File: src/rtl/jsu_pkg.sv
package jsu_pkg;

  localparam int LENGTH_WIDTH = 10;
  localparam int CNT_W        = LENGTH_WIDTH + 1;

  localparam int CFG_DATA_W = 32;
  localparam int CFG_ADDR_W = 3;

  localparam logic [CFG_ADDR_W-3:0] REG_MAX_LENGTH = '0;

  localparam logic [LENGTH_WIDTH-1:0] MAX_LENGTH_RST = LENGTH_WIDTH'(64);

  // result status codes
  localparam logic [1:0] ST_DATA   = 2'd0;
  localparam logic [1:0] ST_DONE   = 2'd1;
  localparam logic [1:0] ST_REJECT = 2'd2;

  // command queue between front and back
  localparam int QDEPTH = 4;
  localparam int QPTR_W = $clog2(QDEPTH);
  localparam int QCNT_W = QPTR_W + 1;

  typedef enum logic [2:0] {
    M_IDLE = 3'd0,
    M_STR  = 3'd1,
    M_ESC  = 3'd2,
    M_HEX1 = 3'd3,
    M_SBS  = 3'd4,
    M_SU   = 3'd5,
    M_HEX2 = 3'd6
  } mode_t;

  // one queued command: up to four result words of one input byte
  typedef struct packed {
    logic [3:0][7:0] bytes;
    logic [1:0]      last_idx;
    logic [1:0]      status;
  } cmd_t;

endpackage

File: src/rtl/jsu_ifs.sv
interface jsu_in_if;
  logic       valid;
  logic       ready;
  logic [7:0] data_byte;
  logic       input_ended;

  modport source (output valid, output data_byte, output input_ended, input ready);
  modport sink (input valid, input data_byte, input input_ended, output ready);
endinterface

interface jsu_out_if;
  logic       valid;
  logic       ready;
  logic [7:0] out_byte;
  logic [1:0] status;
  logic       last_of_run;

  modport source (output valid, output out_byte, output status, output last_of_run,
                  input ready);
  modport sink (input valid, input out_byte, input status, input last_of_run,
                output ready);
endinterface

File: src/rtl/jsu_fifo.sv
module jsu_fifo (
  input  logic           clk,
  input  logic           rst_n,
  input  logic           push,
  input  jsu_pkg::cmd_t  push_data,
  input  logic           pop,
  output jsu_pkg::cmd_t  pop_data,
  output logic           full,
  output logic           empty
);
  import jsu_pkg::*;

  cmd_t              mem_r [QDEPTH];
  logic [QPTR_W-1:0] wr_ptr_r, wr_ptr_nxt;
  logic [QPTR_W-1:0] rd_ptr_r, rd_ptr_nxt;
  logic [QCNT_W-1:0] cnt_r, cnt_nxt;

  assign full     = (cnt_r == QCNT_W'(QDEPTH));
  assign empty    = (cnt_r == '0);
  assign pop_data = mem_r[rd_ptr_r];

  always_comb begin
    wr_ptr_nxt = push ? wr_ptr_r + 1'b1 : wr_ptr_r;
    rd_ptr_nxt = pop ? rd_ptr_r + 1'b1 : rd_ptr_r;
    cnt_nxt    = cnt_r;
    if (push && !pop) begin
      cnt_nxt = cnt_r + 1'b1;
    end else if (pop && !push) begin
      cnt_nxt = cnt_r - 1'b1;
    end
  end

  always_ff @(posedge clk) begin
    if (push) begin
      mem_r[wr_ptr_r] <= push_data;
    end
  end

  always_ff @(posedge clk) begin
    if (!rst_n) begin
      wr_ptr_r <= '0;
      rd_ptr_r <= '0;
      cnt_r    <= '0;
    end else begin
      wr_ptr_r <= wr_ptr_nxt;
      rd_ptr_r <= rd_ptr_nxt;
      cnt_r    <= cnt_nxt;
    end
  end

endmodule

File: src/rtl/jsu_front.sv
module jsu_front (
  input  logic                              clk,
  input  logic                              rst_n,
  jsu_in_if.sink                            in_if,
  input  logic [jsu_pkg::LENGTH_WIDTH-1:0]  max_length,
  input  logic                              q_full,
  output logic                              q_push,
  output jsu_pkg::cmd_t                     q_data
);
  import jsu_pkg::*;

  localparam logic [7:0] CH_QUOTE = 8'h22;
  localparam logic [7:0] CH_BSL   = 8'h5c;
  localparam logic [7:0] CH_SLASH = 8'h2f;
  localparam logic [7:0] CH_SPACE = 8'h20;
  localparam logic [7:0] CH_TAB   = 8'h09;
  localparam logic [7:0] CH_CR    = 8'h0d;
  localparam logic [7:0] CH_LF    = 8'h0a;
  localparam logic [7:0] CH_B     = 8'h62;
  localparam logic [7:0] CH_F     = 8'h66;
  localparam logic [7:0] CH_N     = 8'h6e;
  localparam logic [7:0] CH_R     = 8'h72;
  localparam logic [7:0] CH_T     = 8'h74;
  localparam logic [7:0] CH_U     = 8'h75;
  localparam logic [7:0] CH_0     = 8'h30;
  localparam logic [7:0] CH_9     = 8'h39;
  localparam logic [7:0] CH_LA    = 8'h61;
  localparam logic [7:0] CH_LF_HX = 8'h66;
  localparam logic [7:0] CH_UA    = 8'h41;
  localparam logic [7:0] CH_UF    = 8'h46;
  localparam logic [7:0] CTRL_LIM = 8'h20;

  localparam logic [7:0] BS_CODE = 8'h08;
  localparam logic [7:0] FF_CODE = 8'h0c;

  localparam logic [15:0] HI_SUR_LO = 16'hd800;
  localparam logic [15:0] HI_SUR_HI = 16'hdbff;
  localparam logic [15:0] LO_SUR_LO = 16'hdc00;
  localparam logic [15:0] LO_SUR_HI = 16'hdfff;
  localparam logic [20:0] SUPP_BASE = 21'h10000;

  localparam logic [20:0] LIM_1B = 21'h7f;
  localparam logic [20:0] LIM_2B = 21'h7ff;
  localparam logic [20:0] LIM_3B = 21'hffff;
  localparam logic [7:0]  LEAD2  = 8'hc0;
  localparam logic [7:0]  LEAD3  = 8'he0;
  localparam logic [7:0]  LEAD4  = 8'hf0;
  localparam logic [7:0]  CONT   = 8'h80;

  // {valid, nibble}
  function automatic logic [4:0] hex_val(input logic [7:0] c);
    logic [4:0] r;
    r = '0;
    if (c inside {[CH_0:CH_9]}) begin
      r = {1'b1, 4'(c - CH_0)};
    end else if (c inside {[CH_LA:CH_LF_HX]}) begin
      r = {1'b1, 4'(c - CH_LA + 8'd10)};
    end else if (c inside {[CH_UA:CH_UF]}) begin
      r = {1'b1, 4'(c - CH_UA + 8'd10)};
    end
    return r;
  endfunction

  function automatic cmd_t utf8_enc(input logic [20:0] cp);
    cmd_t r;
    r.bytes  = '0;
    r.status = ST_DATA;
    if (cp <= LIM_1B) begin
      r.bytes[0] = cp[7:0];
      r.last_idx = 2'd0;
    end else if (cp <= LIM_2B) begin
      r.bytes[0] = LEAD2 | {3'b0, cp[10:6]};
      r.bytes[1] = CONT | {2'b0, cp[5:0]};
      r.last_idx = 2'd1;
    end else if (cp <= LIM_3B) begin
      r.bytes[0] = LEAD3 | {4'b0, cp[15:12]};
      r.bytes[1] = CONT | {2'b0, cp[11:6]};
      r.bytes[2] = CONT | {2'b0, cp[5:0]};
      r.last_idx = 2'd2;
    end else begin
      r.bytes[0] = LEAD4 | {5'b0, cp[20:18]};
      r.bytes[1] = CONT | {2'b0, cp[17:12]};
      r.bytes[2] = CONT | {2'b0, cp[11:6]};
      r.bytes[3] = CONT | {2'b0, cp[5:0]};
      r.last_idx = 2'd3;
    end
    return r;
  endfunction

  mode_t             mode_r, mode_nxt;
  logic [1:0]        hex_cnt_r, hex_cnt_nxt;
  logic [9:0]        hi_r, hi_nxt;     // low ten bits of the high surrogate
  logic [11:0]       quad_r, quad_nxt; // hex digits gathered so far
  logic [CNT_W-1:0]  cnt_r, cnt_nxt;

  logic [7:0]        c;
  logic [4:0]        hv;
  logic [15:0]       qv;
  logic [20:0]       pair_cp;
  cmd_t              em_cmd;
  logic [CNT_W-1:0]  len_sum;
  logic              accept;
  logic              do_emit, do_reject, do_done;

  assign in_if.ready = !q_full;
  assign accept      = in_if.valid && in_if.ready;

  always_comb begin
    c       = in_if.data_byte;
    hv      = hex_val(c);
    qv      = {quad_r, hv[3:0]};
    pair_cp = SUPP_BASE + {1'b0, hi_r, qv[9:0]};

    mode_nxt    = mode_r;
    hex_cnt_nxt = hex_cnt_r;
    hi_nxt      = hi_r;
    quad_nxt    = quad_r;
    cnt_nxt     = cnt_r;
    // raw string bytes pass through as one word
    em_cmd      = '{bytes: {24'h0, c}, last_idx: 2'd0, status: ST_DATA};
    do_emit     = 1'b0;
    do_reject   = 1'b0;
    do_done     = 1'b0;

    if (in_if.input_ended) begin
      do_reject = 1'b1;
    end else begin
      case (mode_r)
        M_STR: begin
          if (c == CH_QUOTE) begin
            do_done = 1'b1;
          end else if (c < CTRL_LIM) begin
            do_reject = 1'b1;
          end else if (c == CH_BSL) begin
            mode_nxt = M_ESC;
          end else begin
            do_emit = 1'b1;
          end
        end
        M_ESC: begin
          mode_nxt = M_STR;
          do_emit  = 1'b1;
          case (c)
            CH_QUOTE, CH_BSL, CH_SLASH: em_cmd = utf8_enc({13'b0, c});
            CH_B:    em_cmd = utf8_enc({13'b0, BS_CODE});
            CH_F:    em_cmd = utf8_enc({13'b0, FF_CODE});
            CH_N:    em_cmd = utf8_enc({13'b0, CH_LF});
            CH_R:    em_cmd = utf8_enc({13'b0, CH_CR});
            CH_T:    em_cmd = utf8_enc({13'b0, CH_TAB});
            CH_U: begin
              do_emit     = 1'b0;
              mode_nxt    = M_HEX1;
              hex_cnt_nxt = '0;
              quad_nxt    = '0;
            end
            default: begin
              do_emit   = 1'b0;
              do_reject = 1'b1;
            end
          endcase
        end
        M_HEX1, M_HEX2: begin
          if (!hv[4]) begin
            do_reject = 1'b1;
          end else begin
            quad_nxt = qv[11:0];
            if (hex_cnt_r != 2'd3) begin
              hex_cnt_nxt = hex_cnt_r + 2'd1;
            end else begin
              hex_cnt_nxt = '0;
              if (mode_r == M_HEX1) begin
                if (qv >= HI_SUR_LO && qv <= HI_SUR_HI) begin
                  hi_nxt   = qv[9:0];
                  mode_nxt = M_SBS;
                end else if (qv >= LO_SUR_LO && qv <= LO_SUR_HI) begin
                  do_reject = 1'b1;
                end else begin
                  mode_nxt = M_STR;
                  em_cmd   = utf8_enc({5'b0, qv});
                  do_emit  = 1'b1;
                end
              end else if (qv < LO_SUR_LO || qv > LO_SUR_HI) begin
                do_reject = 1'b1;
              end else begin
                mode_nxt = M_STR;
                em_cmd   = utf8_enc(pair_cp);
                do_emit  = 1'b1;
              end
            end
          end
        end
        M_SBS: begin
          if (c != CH_BSL) begin
            do_reject = 1'b1;
          end else begin
            mode_nxt = M_SU;
          end
        end
        M_SU: begin
          if (c != CH_U) begin
            do_reject = 1'b1;
          end else begin
            mode_nxt    = M_HEX2;
            hex_cnt_nxt = '0;
            quad_nxt    = '0;
          end
        end
        default: begin
          if (c == CH_SPACE || c == CH_TAB || c == CH_CR || c == CH_LF) begin
            mode_nxt = mode_r;
          end else if (c == CH_QUOTE) begin
            mode_nxt    = M_STR;
            hex_cnt_nxt = '0;
            hi_nxt      = '0;
            quad_nxt    = '0;
            cnt_nxt     = '0;
          end else begin
            do_reject = 1'b1;
          end
        end
      endcase
    end

    // length limit: the whole item is rejected when its bytes do not fit
    len_sum = cnt_r + CNT_W'({1'b0, em_cmd.last_idx} + 3'd1);
    if (do_emit && (len_sum > {1'b0, max_length})) begin
      do_emit   = 1'b0;
      do_reject = 1'b1;
    end
    if (do_emit) begin
      cnt_nxt = len_sum;
    end
    if (do_reject || do_done) begin
      mode_nxt    = M_IDLE;
      hex_cnt_nxt = '0;
      hi_nxt      = '0;
      quad_nxt    = '0;
      cnt_nxt     = '0;
    end

    if (do_emit) begin
      q_data = em_cmd;
    end else begin
      q_data.bytes    = '0;
      q_data.last_idx = 2'd0;
      q_data.status   = do_done ? ST_DONE : ST_REJECT;
    end
    q_push = accept && (do_emit || do_reject || do_done);
  end

  always_ff @(posedge clk) begin
    if (!rst_n) begin
      mode_r    <= M_IDLE;
      hex_cnt_r <= '0;
      hi_r      <= '0;
      quad_r    <= '0;
      cnt_r     <= '0;
    end else if (accept) begin
      mode_r    <= mode_nxt;
      hex_cnt_r <= hex_cnt_nxt;
      hi_r      <= hi_nxt;
      quad_r    <= quad_nxt;
      cnt_r     <= cnt_nxt;
    end
  end

endmodule

File: src/rtl/jsu_back.sv
module jsu_back (
  input  logic           clk,
  input  logic           rst_n,
  input  logic           q_empty,
  input  jsu_pkg::cmd_t  q_data,
  output logic           q_pop,
  jsu_out_if.source      out_if
);
  import jsu_pkg::*;

  cmd_t       cur_r, cur_nxt;
  logic       cur_vld_r, cur_vld_nxt;
  logic [1:0] idx_r, idx_nxt;
  logic       fire, last_word;

  assign out_if.valid       = cur_vld_r;
  assign out_if.out_byte    = cur_r.bytes[idx_r];
  assign out_if.status      = cur_r.status;
  assign last_word          = (idx_r == cur_r.last_idx);
  assign out_if.last_of_run = last_word;

  assign fire  = out_if.valid && out_if.ready;
  assign q_pop = !q_empty && (!cur_vld_r || (fire && last_word));

  always_comb begin
    cur_nxt     = cur_r;
    cur_vld_nxt = cur_vld_r;
    idx_nxt     = idx_r;
    if (q_pop) begin
      cur_nxt     = q_data;
      cur_vld_nxt = 1'b1;
      idx_nxt     = '0;
    end else if (fire && last_word) begin
      cur_vld_nxt = 1'b0;
      idx_nxt     = '0;
    end else if (fire) begin
      idx_nxt = idx_r + 2'd1;
    end
  end

  always_ff @(posedge clk) begin
    cur_r <= cur_nxt;
  end

  always_ff @(posedge clk) begin
    if (!rst_n) begin
      cur_vld_r <= 1'b0;
      idx_r     <= '0;
    end else begin
      cur_vld_r <= cur_vld_nxt;
      idx_r     <= idx_nxt;
    end
  end

endmodule

File: src/rtl/json_string_unescape_utf8_core.sv
// channel   | dir | handshake          | word
// ----------+-----+--------------------+-----------------------------------
// in_if     | in  | valid/ready        | data_byte[7:0], input_ended
// out_if    | out | valid/ready        | out_byte[7:0], status[1:0], last_of_run
// apb       | in  | psel/penable/pwrite| max_length at byte address 0
//
// one input byte is taken per cycle; it yields zero to four result words,
// sent one per cycle unless out_if stalls, via the queue and the output stage.
// a four-entry command queue sits between the parser and the output stage,
// so in_if.ready drops only while that queue is full.
// rst_n is synchronous: parser goes idle, queue empties, max_length = 64.
module json_string_unescape_utf8_core (
  input  logic                              clk,
  input  logic                              rst_n,
  jsu_in_if.sink                            in_if,
  jsu_out_if.source                         out_if,
  input  logic                              psel,
  input  logic                              penable,
  input  logic                              pwrite,
  input  logic [jsu_pkg::CFG_ADDR_W-1:0]    paddr,
  input  logic [jsu_pkg::CFG_DATA_W-1:0]    pwdata,
  output logic [jsu_pkg::CFG_DATA_W-1:0]    prdata,
  output logic                              pready
);
  import jsu_pkg::*;

  logic [LENGTH_WIDTH-1:0] max_len_r, max_len_nxt;
  logic                    reg_hit;
  logic                    q_push, q_pop, q_full, q_empty;
  cmd_t                    q_wdata, q_rdata;

  assign pready  = 1'b1;
  assign reg_hit = (paddr[CFG_ADDR_W-1:2] == REG_MAX_LENGTH);
  assign prdata  = reg_hit ? CFG_DATA_W'(max_len_r) : '0;

  always_comb begin
    max_len_nxt = max_len_r;
    if (psel && penable && pwrite && pready && reg_hit) begin
      max_len_nxt = pwdata[LENGTH_WIDTH-1:0];
    end
  end

  always_ff @(posedge clk) begin
    if (!rst_n) begin
      max_len_r <= MAX_LENGTH_RST;
    end else begin
      max_len_r <= max_len_nxt;
    end
  end

  jsu_front u_front (
    .clk        (clk),
    .rst_n      (rst_n),
    .in_if      (in_if),
    .max_length (max_len_r),
    .q_full     (q_full),
    .q_push     (q_push),
    .q_data     (q_wdata)
  );

  jsu_fifo u_fifo (
    .clk       (clk),
    .rst_n     (rst_n),
    .push      (q_push),
    .push_data (q_wdata),
    .pop       (q_pop),
    .pop_data  (q_rdata),
    .full      (q_full),
    .empty     (q_empty)
  );

  jsu_back u_back (
    .clk     (clk),
    .rst_n   (rst_n),
    .q_empty (q_empty),
    .q_data  (q_rdata),
    .q_pop   (q_pop),
    .out_if  (out_if)
  );

endmodule

File: src/flat_wrapper.sv
// flat-port wrapper written by rule: the top's interface ports become plain ports
module json_string_unescape_utf8_core_flat import jsu_pkg::*;
  (clk, rst_n, psel, penable, pwrite, paddr, pwdata, prdata, pready, in_if_valid, in_if_data_byte, in_if_input_ended, in_if_ready, out_if_valid, out_if_out_byte, out_if_status, out_if_last_of_run, out_if_ready);
  jsu_in_if in_if_i ();
  jsu_out_if out_if_i ();
  input  logic clk;
  input  logic rst_n;
  input  logic psel;
  input  logic penable;
  input  logic pwrite;
  input  logic [jsu_pkg::CFG_ADDR_W-1:0] paddr;
  input  logic [jsu_pkg::CFG_DATA_W-1:0] pwdata;
  output logic [jsu_pkg::CFG_DATA_W-1:0] prdata;
  output logic pready;
  input wire logic [$bits(in_if_i.valid)-1:0] in_if_valid;
  input wire logic [$bits(in_if_i.data_byte)-1:0] in_if_data_byte;
  input wire logic [$bits(in_if_i.input_ended)-1:0] in_if_input_ended;
  output wire logic [$bits(in_if_i.ready)-1:0] in_if_ready;
  output wire logic [$bits(out_if_i.valid)-1:0] out_if_valid;
  output wire logic [$bits(out_if_i.out_byte)-1:0] out_if_out_byte;
  output wire logic [$bits(out_if_i.status)-1:0] out_if_status;
  output wire logic [$bits(out_if_i.last_of_run)-1:0] out_if_last_of_run;
  input wire logic [$bits(out_if_i.ready)-1:0] out_if_ready;
  assign in_if_i.valid = in_if_valid;
  assign in_if_i.data_byte = in_if_data_byte;
  assign in_if_i.input_ended = in_if_input_ended;
  assign in_if_ready = in_if_i.ready;
  assign out_if_valid = out_if_i.valid;
  assign out_if_out_byte = out_if_i.out_byte;
  assign out_if_status = out_if_i.status;
  assign out_if_last_of_run = out_if_i.last_of_run;
  assign out_if_i.ready = out_if_ready;
  json_string_unescape_utf8_core u_core (.clk(clk), .rst_n(rst_n), .in_if(in_if_i), .out_if(out_if_i), .psel(psel), .penable(penable), .pwrite(pwrite), .paddr(paddr), .pwdata(pwdata), .prdata(prdata), .pready(pready));
endmodule
File: config.mk
export PLATFORM = sky130hd
export DESIGN_NAME = json_string_unescape_utf8_core_flat
export DESIGN_NICKNAME = d
export VERILOG_FILES = /design/src/rtl/jsu_pkg.sv /design/src/rtl/jsu_ifs.sv /design/src/rtl/jsu_fifo.sv /design/src/rtl/jsu_front.sv /design/src/rtl/jsu_back.sv /design/src/rtl/json_string_unescape_utf8_core.sv /design/src/flat_wrapper.sv
export SDC_FILE = /design/constraint.sdc
export NUM_CORES = 1
export LEC_CHECK = 0
export BUFFER_PORTS_ARGS = -buffer_cell sky130_fd_sc_hd__buf_2
export CORE_UTILIZATION = 60
export CTS_CLUSTER_SIZE = 8
export DETAILED_ROUTE_END_ITERATION = 10
export MAX_ROUTING_LAYER = met4
export PLACE_DENSITY_LB_ADDON = 0.05
export SYNTH_ARGS = -nofsm -noshare
export SYNTH_HDL_FRONTEND = slang
export SYNTH_SLANG_ARGS = --single-unit
File: constraint.sdc
create_clock -name clk -period 8.75 [get_ports clk]
set_input_delay 0.4375 -clock clk [delete_from_list [all_inputs] [get_ports clk]]
set_output_delay 0.4375 -clock clk [all_outputs]
set_load 0.02 [all_outputs]
# After elaboration in Yosys (flattened, before gate mapping)
# Memory sizes are Yosys's and may differ from the RTL's. A register that Yosys moved wholly into a read port is not among the register bits.
# Cells that the tools add are included.
# Widths: inputs -> output; s select.
dict set report totals {
  output_inout_bits 46
  inputBits 51
  n_memories 1
  ff_bits 58
  ram_bits 144
  elab_cells 258
}
dict set report classes {
  n_reduce_logical 48
  n_mux 116
  addsub 14
  bitwise 2
  n_eq_ne 45
  n_lt_le_gt_ge 21
}
# name words word_bits read_ports rd_ports_with_merged_regs write_ports line
set mem_list {}
lappend mem_list {u_core.u_fifo.mem_r 4 36 1 1 1 jsu_fifo.sv:13} ;# cmd_t mem_r [QDEPTH];
# op n
set ops {}
lappend ops {{$mux 36} 8}
lappend ops {{$mux 10} 12}
lappend ops {{$pmux 20 s6} 1}
lappend ops {{$mux 12} 7}
lappend ops {{$mux 24} 3}
lappend ops {{$pmux 36 s2} 1}
lappend ops {{$mux 11} 6}
lappend ops {{$eq 8x7->1 const B} 7}
lappend ops {{$mux 3} 17}
lappend ops {{$pmux 12 s4} 1}
lappend ops {{$mux 1} 34}
lappend ops {{$ge 16x16->1 const B} 2}
lappend ops {{$le 16x16->1 const B} 2}
lappend ops {{$mux 16} 2}
lappend ops {{$mux 8} 4}
lappend ops {{$ne 3x3->1 const B} 9}
lappend ops {{$eq 8x4->1 const B} 3}
lappend ops {{$eq 8x6->1 const B} 3}
lappend ops {{$le 8x7->1 const B} 3}
lappend ops {{$add 17x20->21 const A} 1}
lappend ops {{$le 21x11->1 const B} 1}
lappend ops {{$le 21x16->1 const B} 1}
lappend ops {{$le 21x7->1 const B} 1}
lappend ops {{$mux 2} 10}
lappend ops {{57 further kinds} 107}

# Depth between registers and ports, before layout
# Gate-level depths: netlist of the first run.
dict set report logic_depth {
  depth_word 28
  depth_mapped 31
}

# Modules after synthesis
# From an unflattened synthesis of the first run, not the netlist that was laid out.
dict set report hier_totals {
  hier_cells 957
  area_unflattened_um2 12085.3
}
# mod seq_area_each_um2 cells_each area_per_inst_um2 instances
set modules_own_cells {}
lappend modules_own_cells {jsu_fifo 4504.3 231 5694.2 1}
lappend modules_own_cells {jsu_front 760.7 576 4222.8 1}
lappend modules_own_cells {jsu_back 1141.1 70 1512.7 1}
lappend modules_own_cells {json_string_unescape_utf8_core 200.2 80 655.6 1}

# Worst setup path before layout of the first run
# OpenSTA, ideal clock, no wires.
dict set report synth_path {
  path_kind {input port to flip-flop}
  from {in in_if_data_byte[1]}
  to {mem u_core.u_fifo.mem_r[0][14] (netlist name) (data pin)}
  t_arrival_ns 6.178
  path_slack_ns 2.346
  n_path_buf 1
  stages 27
  required_time_ns 8.524
  setup_ns 0.226
  path_cell_list {buf_2 -> inv_1 -> ha_1 -> o21bai_1 -> or3_1 -> a21boi_0 -> nand4_1 -> mux2i_4 -> o21ai_1 -> a211oi_1 -> nand2_1 -> ha_1 -> nor2b_1 -> o21ai_0 -> inv_1 -> nand3_1 -> nor2_1 -> nand3_1 -> xnor2_1 -> ha_1 -> a211oi_1 -> nand2_1 -> o311a_1 -> a211oi_2 -> nand2_1 -> or3_4 -> o32ai_1}
}
# item line
set synth_rtl {}
lappend synth_rtl {{start: declaration} flat_wrapper.sv:16} ;# input wire logic [$bits(in_if_i.data_byte)-1:0] in_if_data_byte;
lappend synth_rtl {{end: declaration} jsu_fifo.sv:13}

==> out/results.txt, run 1 <==
clk slew on worst S/H paths: 60 ps
share of post-route cells with drive strength above 1: 15.6%
DRT Pass-1 Iters: 5
vias in the first global route: 7497
ys flop type: edfxtp_1
YS warnings: 0
Least-Margin Pin Slew: 866 ps
peak supply drop: 0.142 mV
PwrDens: 233 mW/mm^2
Die ar.: 0.0196 sq mm
Arr. time, crit path: 7800 ps
Cells after Synth: 985
Final GP Congestion: 0.976
wire per inst: 20.9 microns
Post-CTS Hold Buffers: 0
final worst-path cycle share: 85.7%
sw frac: 25.7%
final setup violating endpoints: 0
largest area contributor in the netlist: edfxtp_1
Die Width: 140 microns
Final Skew: 24.5 ps
clock latency at the later pin of the worst-skew pair: 540 ps
Int Power: 2180 uW
synth top area cells: edfxtp_1 (42%), dfxtp_1 (10%), mux4_2 (7.9%)
Final #Nets: 1099
Setup crit end kind: flop
Root Driver: clkbuf_16
crit path max-delay cell type: nand3_1
Layout Cells excl Fill: 1279
Yosys cell types: 91
Pleak: 0.00438 uW
final WL: 26.8 mm
H-tree levels: 1
Post-synth EDFFs: 160
Syn Std Cell Area: 0.0114 sq mm
Site Rows: 50
vias: 8151
sequential share of power: 46.6%
post-synthesis sequential area ratio: 52.3%
Initial Util: 61.2%
Critical path buffers and inverters: 3
clk buf depth: 3
post-synthesis register bit count: 218
CTS buffer count: 31
RSZ-0062 raised after global routing: false
Final HPWL DP: 18.4 mm
reg-to-reg slack, setup: 1370 ps
Boundary Pins: 97
Total Power: 2930 uW
Max-Cap Viols: 0
Congestion Overflow GR: 0
CP max FO: 12
PostCTS Resize Cnt: 0
clock sink total: 218
Buffers on Ports: 49
status: completed
global-route wire length before repair: 41.6 mm
FFs w/ async S/R, synth: 0%
Worst setup SP type: input port
Initial DRC Count: 863
CTS tree: built
Crit path required time: 9050 ps
setup ws final: 1250 ps
hold crit path type: input port to flop
cell family with most CP delay: simple AND/OR/NAND/NOR gates
Net Sw Power: 752 uW
# DRC: 0
antenna violations before repair: 0
crit-path max cell delay: 500 ps
pre-CTS setup slack: 820 ps
Synth top area share: 42.1%
Rel. slew slack: 40.8%
P&R area growth vs syn: 10.4%
Routed Antenna Nets: 0
Mean Syn Cell Area: 11.6 sq um
Cells after DPL: 1221
Final Hold Fails: 0
n_diodes: 0
Core Footprint: 0.0186 sq mm
Setup CP Type: input port to flop
f_max: 133 MHz
Die H: 140 microns
combinational share of power: 16.8%
total negative slack: 0 ps
clock share of power: 36.5%
pins over their slew limit: 0
vias per cell: 6.37
largest net degree at the start of global routing: 33
setup repair bufs after CTS: 0
Final Critical Period: 7500 ps
GRT Overall Usage: 28.2%
per-layer routing:
layer / global-route usage [%] / part of all wire (%) / routed length (microns)
met1: 40.0 / 45 / 12100
met2: 42.9 / 46 / 12300
met3: 3.61 / 6.8 / 1820
met4: 8.10 / 2.1 / 554
met5: - / 0 / 0
synth_stat cells, drive strengths merged, types with 8 or more instances:
library cell / number
xnor2: 11
clkbuf: 33
ha: 26
o21ai: 30
o22ai: 12
a31oi: 9
dfxtp: 58
a21oi: 56
and3: 12
a211oi: 15
mux4: 40
mux2i: 10
nor2b: 8
o211ai: 11
nand3: 26
a22o: 27
nor2: 70
inv: 35
or3: 17
nand2: 80
nor4: 9
edfxtp: 160
o21a: 9
nor3: 22
and2: 20
xor2: 8
buf: 51
sequential cells by signal (all words and copies together) (netlist names), 3 cells and up:
signal,cells
u_core.max_len_r,10
u_core.u_back.cur_r,30
u_core.u_fifo.cnt_r,3
u_core.u_fifo.mem_r,128
u_core.u_front.cnt_r,11
u_core.u_front.hi_r,10
u_core.u_front.mode_r,3
u_core.u_front.quad_r,12
cells in the final DEF (no fill, tap or decap), types with 8 or more instances in the layout:
master	synthesis	final
o22ai_1	12	12
o21ai_0	24	24
nand3_1	26	26
nor4_1	8	8
nor3_1	21	21
xnor2_1	11	11
nor2b_1	8	8
or3_1	16	16
o21a_1	9	9
xor2_1	8	8
dfxtp_1	58	57
clkbuf_1	33	24
a21oi_1	55	55
a22o_1	27	27
a211oi_1	14	14
buf_2	14	49
a31oi_1	9	9
edfxtp_1	160	160
and2_1	18	18
nor2_1	70	70
nand2_1	80	80
buf_4	27	16
inv_1	35	35
mux2i_1	8	8
mux4_2	40	40
and3_1	12	12
clkbuf_16	0	31
ha_1	26	26
o211ai_1	11	11
conb_1	2	23
metrics by stage:
step	hold slack [ps]	util, %	instance area (sq um)
CTS	114	67.5	12600
global route	123	67.5	12600
global placement	442	62.7	11700
detailed placement	448	62.7	11700
finish	131	67.5	12600
floorplan	436	-	11500
worst reg2reg max path: stages (launching register included):
cell and delay [ps]:
dfxtp_1 480, ha_1 210, and2_1 200, a21oi_1 150, or3_1 390, nor4_1 420, o21a_1 290, nor2_1 160
o21ai_0 500, inv_1 100, ha_1 300, nor2b_1 120, o21ai_0 410, inv_1 80, nand3_1 170, nor2_1 110
nand3_1 140, xnor2_1 150, ha_1 290, a211oi_1 300, nand2_1 90, o311a_1 340, or2_2 370, nor3_1 410
nand3_1 500, a21oi_1 460
final cells by class:
cell class / count / area [sq um]
Inverter: 35 / 131
Tap cell: 234 / 293
Sequential cell: 218 / 5970
Clock inverter: 2 / 13.8
Fill cell: 1384 / 6050
Multi-Input combinational cell: 669 / 4940
Clock buffer: 56 / 880
Timing Repair Buffer: 65 / 365
power by group through the flow:
| stage | sequential [uW] | combinational [uW] | clock (uW) |
|---|---|---|---|
| 4_1_cts | 1370 | 501 | 1090 |
| 6_report | 1370 | 494 | 1070 |
| 5_1_grt | 1380 | 537 | 1140 |
| 3_3_place_gp | 1380 | 488 | 0 |
| 3_5_place_dp | 1390 | 500 | 0 |
| 2_1_floorplan | 1350 | 401 | 0 |
logic make-up (layout without fill, tap and decap cells):
logic type      count (synthesis)  count (layout)  share of synthesized area, %
other cells                     2              23                        0.0658
compound gates                232             232                          14.3
mux                            53              53                          9.21
fa+ha+maj                      28              28                          3.20
flops                         218             218                          52.3
xor+xnor                       19              19                          1.46
simple gates                  314             314                          14.4
buf+inv                       119             158                          5.09
final timing paths:
check / depth (start not counted) / startpoint / end
worst min-delay path: 3 / pwdata[4] / u_core.max_len_r[4]
worst min register to register: 2 / u_core.max_len_r[4] / u_core.max_len_r[4]
worst max register to register: 25 / u_core.u_front.hi_r[6] / u_core.u_fifo.mem_r[3][31]
worst max-delay path: 27 / in_if_data_byte[1] / u_core.u_fifo.mem_r[3][31]
Power figures use the tool's default switching activity.
==> inputs of run 2 (changes only) <==
--- a/config.mk
+++ b/config.mk
@@ -6,7 +6,7 @@
 export NUM_CORES = 1
 export LEC_CHECK = 0
 export BUFFER_PORTS_ARGS = -buffer_cell sky130_fd_sc_hd__buf_2
-export CORE_UTILIZATION = 60
+export CORE_UTILIZATION = 49
 export CTS_CLUSTER_SIZE = 8
 export DETAILED_ROUTE_END_ITERATION = 10
 export MAX_ROUTING_LAYER = met4
==> run 2 against run 1 <==
Flip-flop and latch count stayed put. Non-clock buffer count is 2 lower. First-iteration DRC count is 12% lower. Power hardly changed. Clock skew is 6.7 ps lower. Fmax is 0.41% higher. Combinational power is 1% lower. Register-to-register slack hardly changed. Hold slack worse by 12 ps. Setup slack better by 31 ps. Core utilization is 12 points lower. Critical path type unchanged. Critical endpoint is now u_core.u_fifo.mem_r[1][31]. Largest cell class unchanged. Largest power group unchanged. Highest routed layer unchanged.
==> out/results.txt, run 2 (synthesis gave the netlist of run 1 again) <==
clock latency at the later pin of the worst-skew pair: 550 ps
Critical path buffers and inverters: 3
PostCTS Resize Cnt: 0
Final GP Congestion: 0.903
Setup CP Type: input port to flop
Site Rows: 55
Die H: 155 microns
vias per cell: 6.08
Buffers on Ports: 49
CP max FO: 12
final worst-path cycle share: 85.4%
Least-Margin Pin Slew: 1040 ps
most common cell after layout, fill and taps aside: edfxtp_1
setup repair bufs after CTS: 0
Routed Antenna Nets: 0
vias in the first global route: 7798
f_max: 134 MHz
status: completed
routed wl met3: 1.47 mm
clk buf depth: 3
CTS buffer count: 31
peak supply drop: 0.138 mV
Metal-1 WL: 12.9 mm
total negative slack: 0 ps
CTS tree: built
Root Driver: clkbuf_16
Crit path required time: 9060 ps
pins over their slew limit: 0
clk slew on worst S/H paths: 50 ps
Initial DRC Count: 757
Setup crit end kind: flop
final WL: 27.6 mm
# DRC: 0
Regs by FF count: u_core.u_fifo.mem_r x128, u_core.u_back.cur_r x30, u_core.u_front.quad_r x12
Highest Signal Layer: met4
Finished Core Util: 55.7%
H-tree levels: 1
Arr. time, crit path: 7780 ps
Die ar.: 0.0239 sq mm
Boundary Pins: 97
crit path max-delay cell type: nand3_1
met2 WL: 12.5 mm
Final Skew: 17.8 ps
Rel. slew slack: 30.7%
RSZ-0062 raised after global routing: false
hold crit path type: input port to flop
Congestion Overflow GR: 0
GRT Overall Usage: 24.1%
most flop-heavy register: u_core.u_fifo.mem_r
clock sink total: 218
antenna violations before repair: 0
final setup violating endpoints: 0
DRT Pass-1 Iters: 5
n_diodes: 0
Core Footprint: 0.0227 sq mm
Final HPWL DP: 18.8 mm
global-route wire length before repair: 43.6 mm
Max-Cap Viols: 0
Post-CTS Hold Buffers: 0
Final Hold Fails: 0
PwrDens: 232 mW/mm^2
most frequent cells in the layout: edfxtp_1 (160), nand2_1 (80), nor2_1 (70)
Initial Util: 50.2%
Worst setup SP type: input port
number of flip-flops in the largest register: 128
wire per inst: 20.8 microns
share of post-route cells with drive strength above 1: 15.4%
Final Critical Period: 7470 ps
Final #Nets: 1097
largest net degree at the start of global routing: 33
crit-path max cell delay: 490 ps
Post-DP Area: 0.0117 sq mm
cell family with most CP delay: simple AND/OR/NAND/NOR gates
P&R area growth vs syn: 10.8%
post-route cell area: 0.0126 sq mm
vias: 8068
Layout fillers: 1947
Die Width: 155 microns
Pleak: 0.00436 uW
## run 2: cell count changes in the layout (fill, tap and decap cells not counted)
cell and delta:
buf_4 -2, inv_6 -1, clkinvlp_4 +1, inv_16 +1, clkinv_2 -1, clkbuf_8 -1
## run 2: final cells by class
| cell class | count | area, sq um | area share (%) |
|---|---|---|---|
| Multi-Input combinational cell | 669 | 4940 | 39.1 |
| Sequential cell | 218 | 5970 | 47.2 |
| Timing Repair Buffer | 63 | 350 | 2.77 |
| Inverter | 35 | 131 | 1.04 |
| Clock buffer | 55 | 866 | 6.85 |
| Tap cell | 285 | 357 | 2.82 |
| Clock inverter | 2 | 27.5 | 0.218 |
## run 2: power by group
part | total, uW | internal [uW] | switching (uW)
sequential | 1370 | 1300 | 65.3
clock | 1080 | 661 | 415
combinational | 489 | 211 | 278
total | 2930 | 2170 | 758
## run 2: worst paths after layout
check	from	endpoint	slack, ps	depth (start not counted)
setup / recovery	in_if_data_byte[1]	u_core.u_fifo.mem_r[1][31]	1280	27
hold / removal	pwdata[6]	u_core.max_len_r[6]	120	3
setup reg to reg	u_core.u_front.hi_r[6]	u_core.u_fifo.mem_r[1][31]	1360	25
hold reg to reg	u_core.max_len_r[4]	u_core.max_len_r[4]	450	2
## run 2: metal layers
metal  vias to the layer above  GRT usage, %
li1                       3804             -
met1                      3950          33.3
met2                       265          37.0
met3                        49          3.42
met4                         0          7.36
met5                         -             -
## run 2: worst register-to-register path, stage by stage (launching register included)
cell	delay, ps
dfxtp_1	460
ha_1	210
and2_1	180
a21oi_1	150
or3_1	390
nor4_1	380
o21a_1	280
nor2_1	160
o21ai_0	580
inv_1	100
ha_1	290
nor2b_1	110
o21ai_0	170
inv_1	100
nand3_1	150
nor2_1	270
nand3_1	170
xnor2_1	170
ha_1	340
a211oi_1	340
nand2_1	100
o311a_1	350
or2_2	380
nor3_1	380
nand3_1	490
a21oi_1	470
## run 2: through the flow
stage / total power, uW / cells / setup slack (ps) / hold slack, ps
finish: 2930 / 1327 / 1280 / 118
global route: 3060 / 1327 / 590 / 110
CTS: 2970 / 1327 / 1340 / 103
detailed placement: 1890 / 1270 / 800 / 446
global placement: 1880 / 1270 / 953 / 443
floorplan: 1750 / 1006 / 2350 / 436
